## config.mk

```make
export PLATFORM = sky130hd
export DESIGN_NAME = jvm_instruction_length_decoder_unit_flat
export DESIGN_NICKNAME = d
export VERILOG_FILES = /design/src/sv/jild_pkg.sv /design/src/sv/jild_if.sv /design/src/sv/jild_decode.sv /design/src/sv/jvm_instruction_length_decoder_unit.sv /design/src/flat_wrapper.sv
export SDC_FILE = /design/constraint.sdc
export NUM_CORES = 1
export LEC_CHECK = 0
export BUFFER_PORTS_ARGS = -buffer_cell sky130_fd_sc_hd__buf_2
export CORE_UTILIZATION = 40
export CTS_CLUSTER_DIAMETER = 200
export DETAILED_ROUTE_END_ITERATION = 10
export GPL_ROUTABILITY_DRIVEN = 0
export MAX_ROUTING_LAYER = met4
export SYNTH_ARGS = -nofsm -noshare
export SYNTH_HDL_FRONTEND = slang
export SYNTH_SLANG_ARGS = --single-unit
```

## constraint.sdc

```tcl
create_clock -name clk -period 11.26 [get_ports clk]
set_clock_uncertainty 0.2 [all_clocks]
set_input_delay 2.252 -clock clk [delete_from_list [all_inputs] [get_ports clk]]
set_output_delay 2.252 -clock clk [all_outputs]
set_load 0.01 [all_outputs]
```

## src/sv/jild_pkg.sv

```systemverilog
`timescale 1ns / 1ps
`default_nettype none
// ----------------------------------------------------------------------------
// jild_pkg: shared types and constants of the bytecode length decoder
// Opcode encoding table, class and status codes, request and result records.
// ----------------------------------------------------------------------------
package jild_pkg;

  localparam int unsigned LEN_W = 35;

  typedef enum logic [1:0] {
    KIND_NORMAL = 2'd0,
    KIND_NOFALL = 2'd1,
    KIND_FAST   = 2'd2,
    KIND_VAR    = 2'd3
  } kind_t;

  typedef enum logic [1:0] {
    STATUS_OK       = 2'd0,
    STATUS_BAD_INSN = 2'd1,
    STATUS_BAD_ARG  = 2'd2
  } status_t;

  // Encoding: zero undefined; 30h..32h special; else 2:0 length, 5:4 class.
  localparam logic [7:0] ENC_UNDEF        = 8'h00;
  localparam logic [7:0] ENC_TABLESWITCH  = 8'h30;
  localparam logic [7:0] ENC_LOOKUPSWITCH = 8'h31;
  localparam logic [7:0] ENC_WIDE         = 8'h32;

  localparam logic [7:0] OP_ILOAD  = 8'd21;
  localparam logic [7:0] OP_ALOAD  = 8'd25;
  localparam logic [7:0] OP_ISTORE = 8'd54;
  localparam logic [7:0] OP_ASTORE = 8'd58;
  localparam logic [7:0] OP_IINC   = 8'd132;
  localparam logic [7:0] OP_JSR_W_FAST0 = 8'd168;
  localparam logic [7:0] OP_FAST1  = 8'd169;
  localparam logic [7:0] OP_FAST2  = 8'd186;
  localparam logic [7:0] OP_FAST_BASE = 8'd201;

  localparam logic [LEN_W-1:0] LEN_WIDE      = 35'd4;
  localparam logic [LEN_W-1:0] LEN_WIDE_IINC = 35'd6;
  localparam logic [LEN_W-1:0] TS_HEADER     = 35'd12;
  localparam logic [LEN_W-1:0] LS_HEADER     = 35'd8;

  localparam logic [7:0] OP_TAB [0:255] = '{
    8'h01, 8'h01, 8'h01, 8'h01, 8'h01, 8'h01, 8'h01, 8'h01,
    8'h01, 8'h01, 8'h01, 8'h01, 8'h01, 8'h01, 8'h01, 8'h01,
    8'h02, 8'h03, 8'h02, 8'h03, 8'h03, 8'h02, 8'h02, 8'h02,
    8'h02, 8'h02, 8'h01, 8'h01, 8'h01, 8'h01, 8'h01, 8'h01,
    8'h01, 8'h01, 8'h01, 8'h01, 8'h01, 8'h01, 8'h01, 8'h01,
    8'h01, 8'h01, 8'h01, 8'h01, 8'h01, 8'h01, 8'h01, 8'h01,
    8'h01, 8'h01, 8'h01, 8'h01, 8'h01, 8'h01, 8'h02, 8'h02,
    8'h02, 8'h02, 8'h02, 8'h01, 8'h01, 8'h01, 8'h01, 8'h01,
    8'h01, 8'h01, 8'h01, 8'h01, 8'h01, 8'h01, 8'h01, 8'h01,
    8'h01, 8'h01, 8'h01, 8'h01, 8'h01, 8'h01, 8'h01, 8'h01,
    8'h01, 8'h01, 8'h01, 8'h01, 8'h01, 8'h01, 8'h01, 8'h01,
    8'h01, 8'h01, 8'h01, 8'h01, 8'h01, 8'h01, 8'h01, 8'h01,
    8'h01, 8'h01, 8'h01, 8'h01, 8'h01, 8'h01, 8'h01, 8'h01,
    8'h01, 8'h01, 8'h01, 8'h01, 8'h01, 8'h01, 8'h01, 8'h01,
    8'h01, 8'h01, 8'h01, 8'h01, 8'h01, 8'h01, 8'h01, 8'h01,
    8'h01, 8'h01, 8'h01, 8'h01, 8'h01, 8'h01, 8'h01, 8'h01,
    8'h01, 8'h01, 8'h01, 8'h01, 8'h03, 8'h01, 8'h01, 8'h01,
    8'h01, 8'h01, 8'h01, 8'h01, 8'h01, 8'h01, 8'h01, 8'h01,
    8'h01, 8'h01, 8'h01, 8'h01, 8'h01, 8'h01, 8'h01, 8'h01,
    8'h01, 8'h03, 8'h03, 8'h03, 8'h03, 8'h03, 8'h03, 8'h03,
    8'h03, 8'h03, 8'h03, 8'h03, 8'h03, 8'h03, 8'h03, 8'h13,
    8'h00, 8'h00, 8'h30, 8'h31, 8'h11, 8'h11, 8'h11, 8'h11,
    8'h11, 8'h11, 8'h03, 8'h03, 8'h03, 8'h03, 8'h03, 8'h03,
    8'h03, 8'h05, 8'h00, 8'h03, 8'h02, 8'h03, 8'h01, 8'h11,
    8'h03, 8'h03, 8'h01, 8'h01, 8'h32, 8'h04, 8'h03, 8'h03,
    8'h15, 8'h00, 8'h00, 8'h00, 8'h00, 8'h00, 8'h00, 8'h00,
    8'h00, 8'h00, 8'h00, 8'h00, 8'h00, 8'h00, 8'h00, 8'h00,
    8'h00, 8'h00, 8'h00, 8'h00, 8'h00, 8'h00, 8'h00, 8'h00,
    8'h00, 8'h00, 8'h00, 8'h00, 8'h00, 8'h00, 8'h00, 8'h00,
    8'h00, 8'h00, 8'h00, 8'h00, 8'h00, 8'h00, 8'h00, 8'h00,
    8'h00, 8'h00, 8'h00, 8'h00, 8'h00, 8'h00, 8'h00, 8'h00,
    8'h00, 8'h00, 8'h00, 8'h00, 8'h00, 8'h00, 8'h21, 8'h21
  };

  typedef struct packed {
    logic [7:0]         opcode;
    logic [7:0]         following_byte;
    logic [1:0]         pc_phase;
    logic signed [31:0] first_word;
    logic signed [31:0] second_word;
  } req_t;

  typedef struct packed {
    logic [LEN_W-1:0] length;
    kind_t            kind;
    logic             fast_handlers;
    status_t          status;
  } result_t;

endpackage
`default_nettype wire

```

## src/sv/jild_if.sv

```systemverilog
`timescale 1ns / 1ps
`default_nettype none
// ----------------------------------------------------------------------------
// jild_if: request and result channels of the bytecode length decoder
// Valid/ready channels; a transfer happens when valid and ready are both high.
// ----------------------------------------------------------------------------
interface jild_in_if;
  logic               valid;
  logic               ready;
  logic [7:0]         opcode;
  logic [7:0]         following_byte;
  logic [1:0]         pc_phase;
  logic signed [31:0] first_word;
  logic signed [31:0] second_word;

  modport source (output valid, output opcode, output following_byte, output pc_phase,
                  output first_word, output second_word, input ready);
  modport sink (input valid, input opcode, input following_byte, input pc_phase,
                input first_word, input second_word, output ready);
endinterface

interface jild_out_if;
  logic                         valid;
  logic                         ready;
  logic [jild_pkg::LEN_W-1:0]   length;
  logic [1:0]                   kind;
  logic                         fast_handlers;
  logic [1:0]                   status;

  modport source (output valid, output length, output kind, output fast_handlers,
                  output status, input ready);
  modport sink (input valid, input length, input kind, input fast_handlers,
                input status, output ready);
endinterface
`default_nettype wire

```

## src/sv/jild_decode.sv

```systemverilog
`timescale 1ns / 1ps
`default_nettype none
// ----------------------------------------------------------------------------
// jild_decode: single-pass length and class decode
// Table lookup for fixed opcodes, header arithmetic for switches, wide check.
// ----------------------------------------------------------------------------
module jild_decode (
  input  jild_pkg::req_t    req,
  output jild_pkg::result_t res
);

  logic [7:0]                 enc;
  logic [jild_pkg::LEN_W-1:0] fill;
  logic signed [32:0]         bound_diff;
  logic [32:0]                case_cnt;
  logic [jild_pkg::LEN_W-1:0] ts_len;
  logic [jild_pkg::LEN_W-1:0] ls_len;
  logic                       wide_plain;
  logic                       fast_op;

  assign enc        = jild_pkg::OP_TAB[req.opcode];
  assign fill       = jild_pkg::LEN_W'(3'd4 - {1'b0, req.pc_phase});
  assign bound_diff = {req.second_word[31], req.second_word}
                    - {req.first_word[31], req.first_word};
  assign case_cnt   = {1'b0, bound_diff[31:0]} + 33'd1;
  assign ts_len     = {case_cnt, 2'b00} + fill + jild_pkg::TS_HEADER;
  assign ls_len     = {1'b0, req.first_word[30:0], 3'b000} + fill + jild_pkg::LS_HEADER;
  assign wide_plain = (req.following_byte >= jild_pkg::OP_ILOAD &&
                       req.following_byte <= jild_pkg::OP_ALOAD) ||
                      (req.following_byte >= jild_pkg::OP_ISTORE &&
                       req.following_byte <= jild_pkg::OP_ASTORE);
  assign fast_op    = req.opcode == jild_pkg::OP_JSR_W_FAST0 ||
                      req.opcode == jild_pkg::OP_FAST1 ||
                      req.opcode == jild_pkg::OP_FAST2 ||
                      req.opcode >= jild_pkg::OP_FAST_BASE;

  always_comb begin
    res.length        = '0;
    res.kind          = jild_pkg::KIND_NORMAL;
    res.fast_handlers = fast_op;
    res.status        = jild_pkg::STATUS_OK;
    unique case (enc)
      jild_pkg::ENC_UNDEF: begin
        res.status = jild_pkg::STATUS_BAD_ARG;
      end
      jild_pkg::ENC_TABLESWITCH: begin
        res.kind = jild_pkg::KIND_VAR;
        if (bound_diff[32]) begin
          res.status = jild_pkg::STATUS_BAD_INSN;
        end else begin
          res.length = ts_len;
        end
      end
      jild_pkg::ENC_LOOKUPSWITCH: begin
        res.kind = jild_pkg::KIND_VAR;
        if (req.first_word[31]) begin
          res.status = jild_pkg::STATUS_BAD_INSN;
        end else begin
          res.length = ls_len;
        end
      end
      jild_pkg::ENC_WIDE: begin
        res.kind = jild_pkg::KIND_VAR;
        if (wide_plain) begin
          res.length = jild_pkg::LEN_WIDE;
        end else if (req.following_byte == jild_pkg::OP_IINC) begin
          res.length = jild_pkg::LEN_WIDE_IINC;
        end else begin
          res.status = jild_pkg::STATUS_BAD_ARG;
        end
      end
      default: begin
        res.length = jild_pkg::LEN_W'(enc[2:0]);
        res.kind   = jild_pkg::kind_t'(enc[5:4]);
      end
    endcase
  end

endmodule
`default_nettype wire

```

## src/sv/jvm_instruction_length_decoder_unit.sv

```systemverilog
`timescale 1ns / 1ps
`default_nettype none
// ----------------------------------------------------------------------------
// jvm_instruction_length_decoder_unit: bytecode instruction length decoder
// Registers each request, decodes length, class and status, registers result.
//
//   Channel  Dir  Handshake          Payload
//   in_req   in   valid / ready      opcode, following_byte, pc_phase, words
//   out_res  out  valid / ready      length, kind, fast_handlers, status
//
// One request per cycle while the result is not stalled.
// The path is input register, decode logic, result register.
// Synchronous active-low reset empties both registers.
// A stalled result holds; input stays ready unless both registers are full and the result is stalled.
// ----------------------------------------------------------------------------
module jvm_instruction_length_decoder_unit (
  input  wire           clk,
  input  wire           rst_n,
  jild_in_if.sink       in_req,
  jild_out_if.source    out_res
);

  logic              req_valid_r;
  jild_pkg::req_t    req_r;
  logic              res_valid_r;
  jild_pkg::result_t res_r;
  jild_pkg::result_t res_nxt;
  logic              res_adv;
  logic              req_adv;

  assign res_adv      = !res_valid_r || out_res.ready;
  assign req_adv      = req_valid_r && res_adv;
  assign in_req.ready = !req_valid_r || res_adv;

  jild_decode u_decode (
    .req (req_r),
    .res (res_nxt)
  );

  always_ff @(posedge clk) begin
    if (!rst_n) begin
      req_valid_r <= 1'b0;
    end else if (in_req.ready) begin
      req_valid_r <= in_req.valid;
    end
    if (in_req.ready && in_req.valid) begin
      req_r.opcode         <= in_req.opcode;
      req_r.following_byte <= in_req.following_byte;
      req_r.pc_phase       <= in_req.pc_phase;
      req_r.first_word     <= in_req.first_word;
      req_r.second_word    <= in_req.second_word;
    end
  end

  always_ff @(posedge clk) begin
    if (!rst_n) begin
      res_valid_r <= 1'b0;
    end else if (res_adv) begin
      res_valid_r <= req_valid_r;
    end
    if (req_adv) begin
      res_r <= res_nxt;
    end
  end

  assign out_res.valid         = res_valid_r;
  assign out_res.length        = res_r.length;
  assign out_res.kind          = res_r.kind;
  assign out_res.fast_handlers = res_r.fast_handlers;
  assign out_res.status        = res_r.status;

endmodule
`default_nettype wire

```

## src/flat_wrapper.sv

```systemverilog
// flat-port wrapper written by rule: the top's interface ports become plain ports
module jvm_instruction_length_decoder_unit_flat 
  (clk, rst_n, in_req_valid, in_req_opcode, in_req_following_byte, in_req_pc_phase, in_req_first_word, in_req_second_word, in_req_ready, out_res_valid, out_res_length, out_res_kind, out_res_fast_handlers, out_res_status, out_res_ready);
  jild_in_if in_req_i ();
  jild_out_if out_res_i ();
  input  wire clk;
  input  wire rst_n;
  input wire logic [$bits(in_req_i.valid)-1:0] in_req_valid;
  input wire logic [$bits(in_req_i.opcode)-1:0] in_req_opcode;
  input wire logic [$bits(in_req_i.following_byte)-1:0] in_req_following_byte;
  input wire logic [$bits(in_req_i.pc_phase)-1:0] in_req_pc_phase;
  input wire logic [$bits(in_req_i.first_word)-1:0] in_req_first_word;
  input wire logic [$bits(in_req_i.second_word)-1:0] in_req_second_word;
  output wire logic [$bits(in_req_i.ready)-1:0] in_req_ready;
  output wire logic [$bits(out_res_i.valid)-1:0] out_res_valid;
  output wire logic [$bits(out_res_i.length)-1:0] out_res_length;
  output wire logic [$bits(out_res_i.kind)-1:0] out_res_kind;
  output wire logic [$bits(out_res_i.fast_handlers)-1:0] out_res_fast_handlers;
  output wire logic [$bits(out_res_i.status)-1:0] out_res_status;
  input wire logic [$bits(out_res_i.ready)-1:0] out_res_ready;
  assign in_req_i.valid = in_req_valid;
  assign in_req_i.opcode = in_req_opcode;
  assign in_req_i.following_byte = in_req_following_byte;
  assign in_req_i.pc_phase = in_req_pc_phase;
  assign in_req_i.first_word = in_req_first_word;
  assign in_req_i.second_word = in_req_second_word;
  assign in_req_ready = in_req_i.ready;
  assign out_res_valid = out_res_i.valid;
  assign out_res_length = out_res_i.length;
  assign out_res_kind = out_res_i.kind;
  assign out_res_fast_handlers = out_res_i.fast_handlers;
  assign out_res_status = out_res_i.status;
  assign out_res_i.ready = out_res_ready;
  jvm_instruction_length_decoder_unit u_core (.clk(clk), .rst_n(rst_n), .in_req(in_req_i), .out_res(out_res_i));
endmodule
```

* Word-level counts from Yosys, hierarchy flattened
Memories as Yosys holds them, arrays and structs flattened. Cells that the tools add are included.
Word-level totals: flip-flop bits (word level) 124, memory bits (read-only) 2048, input bits 86, word-level logic and storage cells 58, memories 1
Memory list:
- (no name shown) | words 256, bits a word 8, read ports 1, clocked after memory_dff 0, write ports 0, line jild_decode.sv:21 | assign enc = jild_pkg::OP_TAB[req.opcode];
Operators by class: $add $sub $neg 7, magnitude comparators 6, eq/ne operators 7, muxes and demuxes 12, bitwise gates (word level) 1, reduce and logical (&&, ||, !) cells 13
Operators by type and width (count):
- one-hot mux 37 bit (4 select lines) | 1
- adder 35 x 4 -> 35 bit (second input constant) | 2
- two-way mux 35 bit | 2
- adder 34 x 35 -> 35 bit | 1
- adder 35 bit | 1
- adder 32 x 1 -> 33 bit (second input constant) | 1
- subtractor 32 x 32 -> 33 bit | 1
- equality test 8 bit (second input constant) | 4
- equality test 8 x 6 -> 1 bit (second input constant) | 3
- two-way mux 8 bit | 2
- greater-or-equal comparator 9 bit (second input constant) | 1
- NOT 8 -> 9 bit | 1
- greater-or-equal comparator 8 x 5 -> 1 bit (second input constant) | 1
- greater-or-equal comparator 8 x 6 -> 1 bit (second input constant) | 1
- greater-or-equal comparator 8 bit (second input constant) | 1
- less-or-equal comparator 8 x 5 -> 1 bit (second input constant) | 1
- less-or-equal comparator 8 x 6 -> 1 bit (second input constant) | 1
- zero test 8 bit | 1
- one-hot mux 2 bit (4 select lines) | 1
- logical OR 1 bit | 6
- two-way mux 3 bit | 2
- logical AND 1 bit | 4
- two-way mux 2 bit | 2
- subtractor 3 x 2 -> 4 bit (first input constant) | 1
- 2 further kinds | 4

* Depth between registers and ports, before layout
depth after elaboration 6, gate-level depth with buffers 17, mapped depth without buffers 16

* Modules after synthesis
From an unflattened synthesis, not the netlist that was laid out.
Unflattened totals: cells, all modules 986, area total of the unflattened synthesis 9349.0 um2
By module, submodules not included:
- jild_decode | instances 1, cells an instance 855, area an instance 5581.6 um2
- jvm_instruction_length_decoder_unit | instances 1, cells an instance 131, area an instance 3767.4 um2

* Worst setup path after synthesis
No wires, ideal clock.
kind input to register, start point in out_res_ready, end point reg u_core.req_r[0] (netlist name), enable pin, arrival 4.381 ns, data required time 10.610 ns, slack 6.229 ns, stages 3, path through nor2b_1 > nand2_1 > and2_1
On the way: cells in the longest elaborated chain, start to end 3
Ends and longest elaborated chain:
- start: declaration | line flat_wrapper.sv:20 | input wire logic [$bits(out_res_i.ready)-1:0] out_res_ready;
- logical OR 1 bit | line jvm_instruction_length_decoder_unit.sv:31 | assign res_adv = !res_valid_r || out_res.ready;
- logical OR 1 bit | line jvm_instruction_length_decoder_unit.sv:33 | assign in_req.ready = !req_valid_r || res_adv;
- via in_req_ready | line flat_wrapper.sv:14 | output wire logic [$bits(in_req_i.ready)-1:0] in_req_ready;
- logical AND 1 bit | line jvm_instruction_length_decoder_unit.sv:46 | if (in_req.ready && in_req.valid) begin
- end: declaration | line jvm_instruction_length_decoder_unit.sv:24 | jild_pkg::req_t req_r;
The timed path passes the listed nets, and every way through them passes these cells. A chain may end at the register's enable or synchronous reset.

==> load_flow_metrics.sql <==
INSERT INTO impl_metrics (metric_group, metric, value, unit) VALUES
('outcome', 'run_status', 'finished clean', ''),
('clock_network', 'clkLatencyLatePin', '430', 'ps'),
('floorplanning', 'io_pins', '128', ''),
('floorplanning', 'die_height', '153', 'um'),
('routing', 'drc_errors', '0', ''),
('worst_setup_path', 'critical_path_required', '11200', 'ps'),
('placement', 'place_hpwl', '18.1', 'mm'),
('synthesis', 'number_of_synthesized_register_bits', '124', ''),
('clock_network', 'cts_buffers', '17', ''),
('sta', 'final_hold_viol_count', '0', ''),
('cells_and_area', 'antenna-diode-count', '0', ''),
('clock_network', 'cts_clk_pin_slew_worst_paths', '60', 'ps'),
('sta', 'timing.final.crit_period', '5380', 'ps'),
('routing', 'detailedRoute.firstPassIterationCount', '5', ''),
('cells_and_area', 'area_growth_syn_to_layout', '16.0', '%'),
('synthesis', 'synth_enable_flop_cells', '122', ''),
('worst_setup_path', 'cp_data_arrival_time', '5320', 'ps'),
('clock_network', 'count_of_clock_tree_sinks', '124', ''),
('cells_and_area', 'fraction_of_layout_cells_with_a_size_suffix_above_1', '19.6', '%'),
('sta', 'maxSlewHeadroom', '29.8', '%'),
('hold_path', 'min_path_type', 'flop to flop', ''),
('routing', 'route.antenna.remaining_nets', '0', ''),
('worst_setup_path', 'worst-path-max-fanout', '9', ''),
('floorplanning', 'floorplan.initialDensity', '40.7', '%'),
('synthesis', 'share_of_the_yosys_chip_area_belonging_to_registers', '40.4', '%'),
('grt', 'grt_first_pass_wirelength', '36.8', 'mm'),
('sta', 'worst_slew_pin_slew', '1050', 'ps'),
('synthesis', 'synth_area_per_cell', '9.71', 'um2'),
('grt', 'global_route.usage.total', '20.7', '%'),
('routing', 'routed_wire_length_per_instance', '17.0', 'um'),
('clock_network', 'cts.root.buffer_cell', 'clkbuf_16', ''),
('sta', 'setup-tns-final', '0', 'ps'),
('worst_setup_path', 'critical_path_class', 'flop to flop', ''),
('cells_and_area', 'fin_cells', '1359', ''),
('routing', 'drt-total-wl', '23.1', 'mm'),
('clock_network', 'maximum_root_to_sink_buffer_count', '2', ''),
('clock_network', 'setup_fix_buffers_added_after_clock_tree_synthesis', '0', ''),
('clock_network', 'tritoncts_clock_tree', 'yes', ''),
('synthesis', 'mappedNetlistArea', '0.00918', 'mm2'),
('grt', 'busiest_layer', 'met2', ''),
('clock_network', 'cts_hold_buffers', '0', ''),
('routing', 'vias', '7621', ''),
('routing', 'avgViaCountPerCell', '5.61', ''),
('worst_setup_path', 'cp-end-kind', 'flop', ''),
('power_and_ir_drop', 'vdd.ir_drop.worst', '0.107', 'mV'),
('power_and_ir_drop', 'static-leakage-power', '4.00', 'nW'),
('sta', 'grt_setup_unrepaired', 'no', ''),
('grt', 'grt_start_max_net_pins', '83', ''),
('floorplanning', 'fp.dieArea', '0.0236', 'mm2'),
('sta', 'fmax', '186', 'MHz'),
('placement', 'cell_count_after_placement', '1327', ''),
('clock_network', 'cts_htree_levels', '4', ''),
('grt', 'use_met1', '28.5', '%'),
('placement', 'portBuffers', '127', ''),
('floorplanning', 'placeableCoreArea', '0.0226', 'mm2'),
('grt', 'gr-usage-met3', '3.40', '%'),
('power_and_ir_drop', 'power.density_cell_area', '144', 'mW/mm2'),
('floorplanning', 'std_cell_rows', '55', ''),
('routing', 'detail_route.iter0.violations', '441', ''),
('synthesis', 'post_synthesis_net_count', '1077', ''),
('synthesis', 'synth_async_sr_flop_share', '0', '%'),
('grt', 'grt_overflow', '0', ''),
('synthesis', 'yosys_warnings', '0', ''),
('synthesis', 'syn-instance-count', '945', ''),
('sta', 'final_max_slew_viols', '0', ''),
('sta', 'ratio_of_final_minimum_period_to_clock_period', '47.8', '%'),
('synthesis', 'synthDistinctLibCells', '102', ''),
('cells_and_area', 'nets', '1193', ''),
('grt', 'gr-usage-met2', '30.6', '%'),
('job', 'maxCapViolations', '0', ''),
('clock_network', 'post_cts_resize_count', '0', ''),
('synthesis', 'postSynth.topFlopCell', 'edfxtp_1', ''),
('grt', 'initial_antenna_violation_count', '0', ''),
('sta', 'setup_viol', '0', ''),
('worst_setup_path', 'start_kind', 'flop', ''),
('floorplanning', 'dieWidth', '153', 'um'),
('grt', 'grt_pass1_vias', '7143', '');
[synthesized netlist by cell type, types with 5 or more instances]
master / instances / share of area (%)
a31oi_1: 9 / 0.61
edfxtp_1: 122 / 40
nand3_1: 43 / 2.3
clkbuf_1: 15 / 0.61
o21ai_1: 7 / 0.38
nor4_1: 11 / 0.75
nor2_1: 63 / 2.6
o211ai_1: 11 / 0.90
a21o_1: 9 / 0.74
and4_1: 7 / 0.67
and2_1: 11 / 0.75
nand4_1: 20 / 1.4
xnor2_1: 68 / 6.5
o21ai_0: 33 / 1.8
buf_2: 8 / 0.44
a211oi_1: 8 / 0.65
inv_1: 62 / 2.5
o21a_1: 7 / 0.57
o22ai_1: 32 / 2.2
xor2_1: 22 / 2.1
nor2b_1: 8 / 0.55
buf_6: 6 / 0.74
or3_1: 7 / 0.48
or2_2: 5 / 0.34
nand2_1: 69 / 2.8
ha_1: 44 / 6.0
nand2b_1: 9 / 0.61
a21oi_1: 54 / 2.9
and3_1: 15 / 1.0
nor3_1: 35 / 1.9
[worst max-delay path: stages (launching register included)]
cell and delay (ps):
edfxtp_1 450, ha_1 210, inv_1 60, fa_1 420, a211oi_2 400, nor2_1 120, xor2_1 510, nand3_1 250
or3_1 380, a2111oi_0 670, o21a_1 290, o2111a_1 330, nor3b_1 380, o21ai_0 180, xnor2_1 160, o22ai_1 90
[state kept, by name, summed over array words and instances (netlist names)]
name                          cells
u_core.out_res.fast_handlers      1
u_core.out_res.kind               2
u_core.out_res.length            35
u_core.out_res.status             2
u_core.out_res.valid              1
u_core.req_r                     82
u_core.req_valid_r                1
[metrics by stage]
stage	area (um2)	util [%]	total power [mW]	setup WS, ps	hold WS, ps
floorplan	9180	-	0.846	6230	277
global placement	10000	44.4	0.931	5910	314
detailed placement	10000	44.4	0.934	5890	335
CTS	10700	47.2	1.54	5890	350
global route	10700	47.2	1.60	5460	379
finish	10700	47.2	1.53	5880	346
[metal layers]
| metal | vias up | wire [um] | share of wire, % |
|---|---|---|---|
| li1 | 3801 | - | - |
| met3 | 24 | 1120 | 4.9 |
| met2 | 216 | 9990 | 43 |
| met4 | 0 | 428 | 1.9 |
| met5 | - | 0 | 0 |
| met1 | 3580 | 11500 | 50 |
[cell families after synthesis]
logic type / synth area share [%]
flops: 40.4
fa+ha+maj: 6.43
xor+xnor: 8.77
compound gates: 19.2
buf+inv: 4.64
mux: 0.804
simple gates: 19.8
[placed cells by master (no fill, tap or decap), drive strengths merged, types with 12 or more instances in the layout]
cell	count
and3	15
buf	130
inv	69
edfxtp	122
nor3	35
o22ai	32
xor2	22
xnor2	69
o211ai	13
a21oi	56
nor4	14
clkbuf	18
nand2	69
nand3	45
o21ai	43
a211oi	12
nor2	64
ha	44
nand4	21
[final timing paths]
kind                      startpoint                         to  slack [ps]  cells after the start
setup reg to reg    u_core.req_r[32]  u_core.out_res.length[24]        5880                     15
hold reg to reg   u_core.req_valid_r       u_core.out_res.valid         350                      1
setup / recovery    u_core.req_r[32]  u_core.out_res.length[24]        5880                     15
hold / removal    u_core.req_valid_r       u_core.out_res.valid         350                      1
[area by class of cell]
class / count / area (um2)
Fill cell: 2164 / 11900
Clock buffer: 18 / 429
Inverter: 63 / 236
Sequential cell: 124 / 3700
Tap cell: 285 / 357
Timing Repair Buffer: 130 / 658
Multi-Input combinational cell: 725 / 5060
Clock inverter: 14 / 208
[where the power goes]
| part | switching (mW) | total [mW] | internal (mW) |
|---|---|---|---|
| registers | 0.0150 | 0.551 | 0.536 |
| logic | 0.233 | 0.378 | 0.145 |
| clock network | 0.227 | 0.603 | 0.376 |
Power figures use the tool's default switching activity.
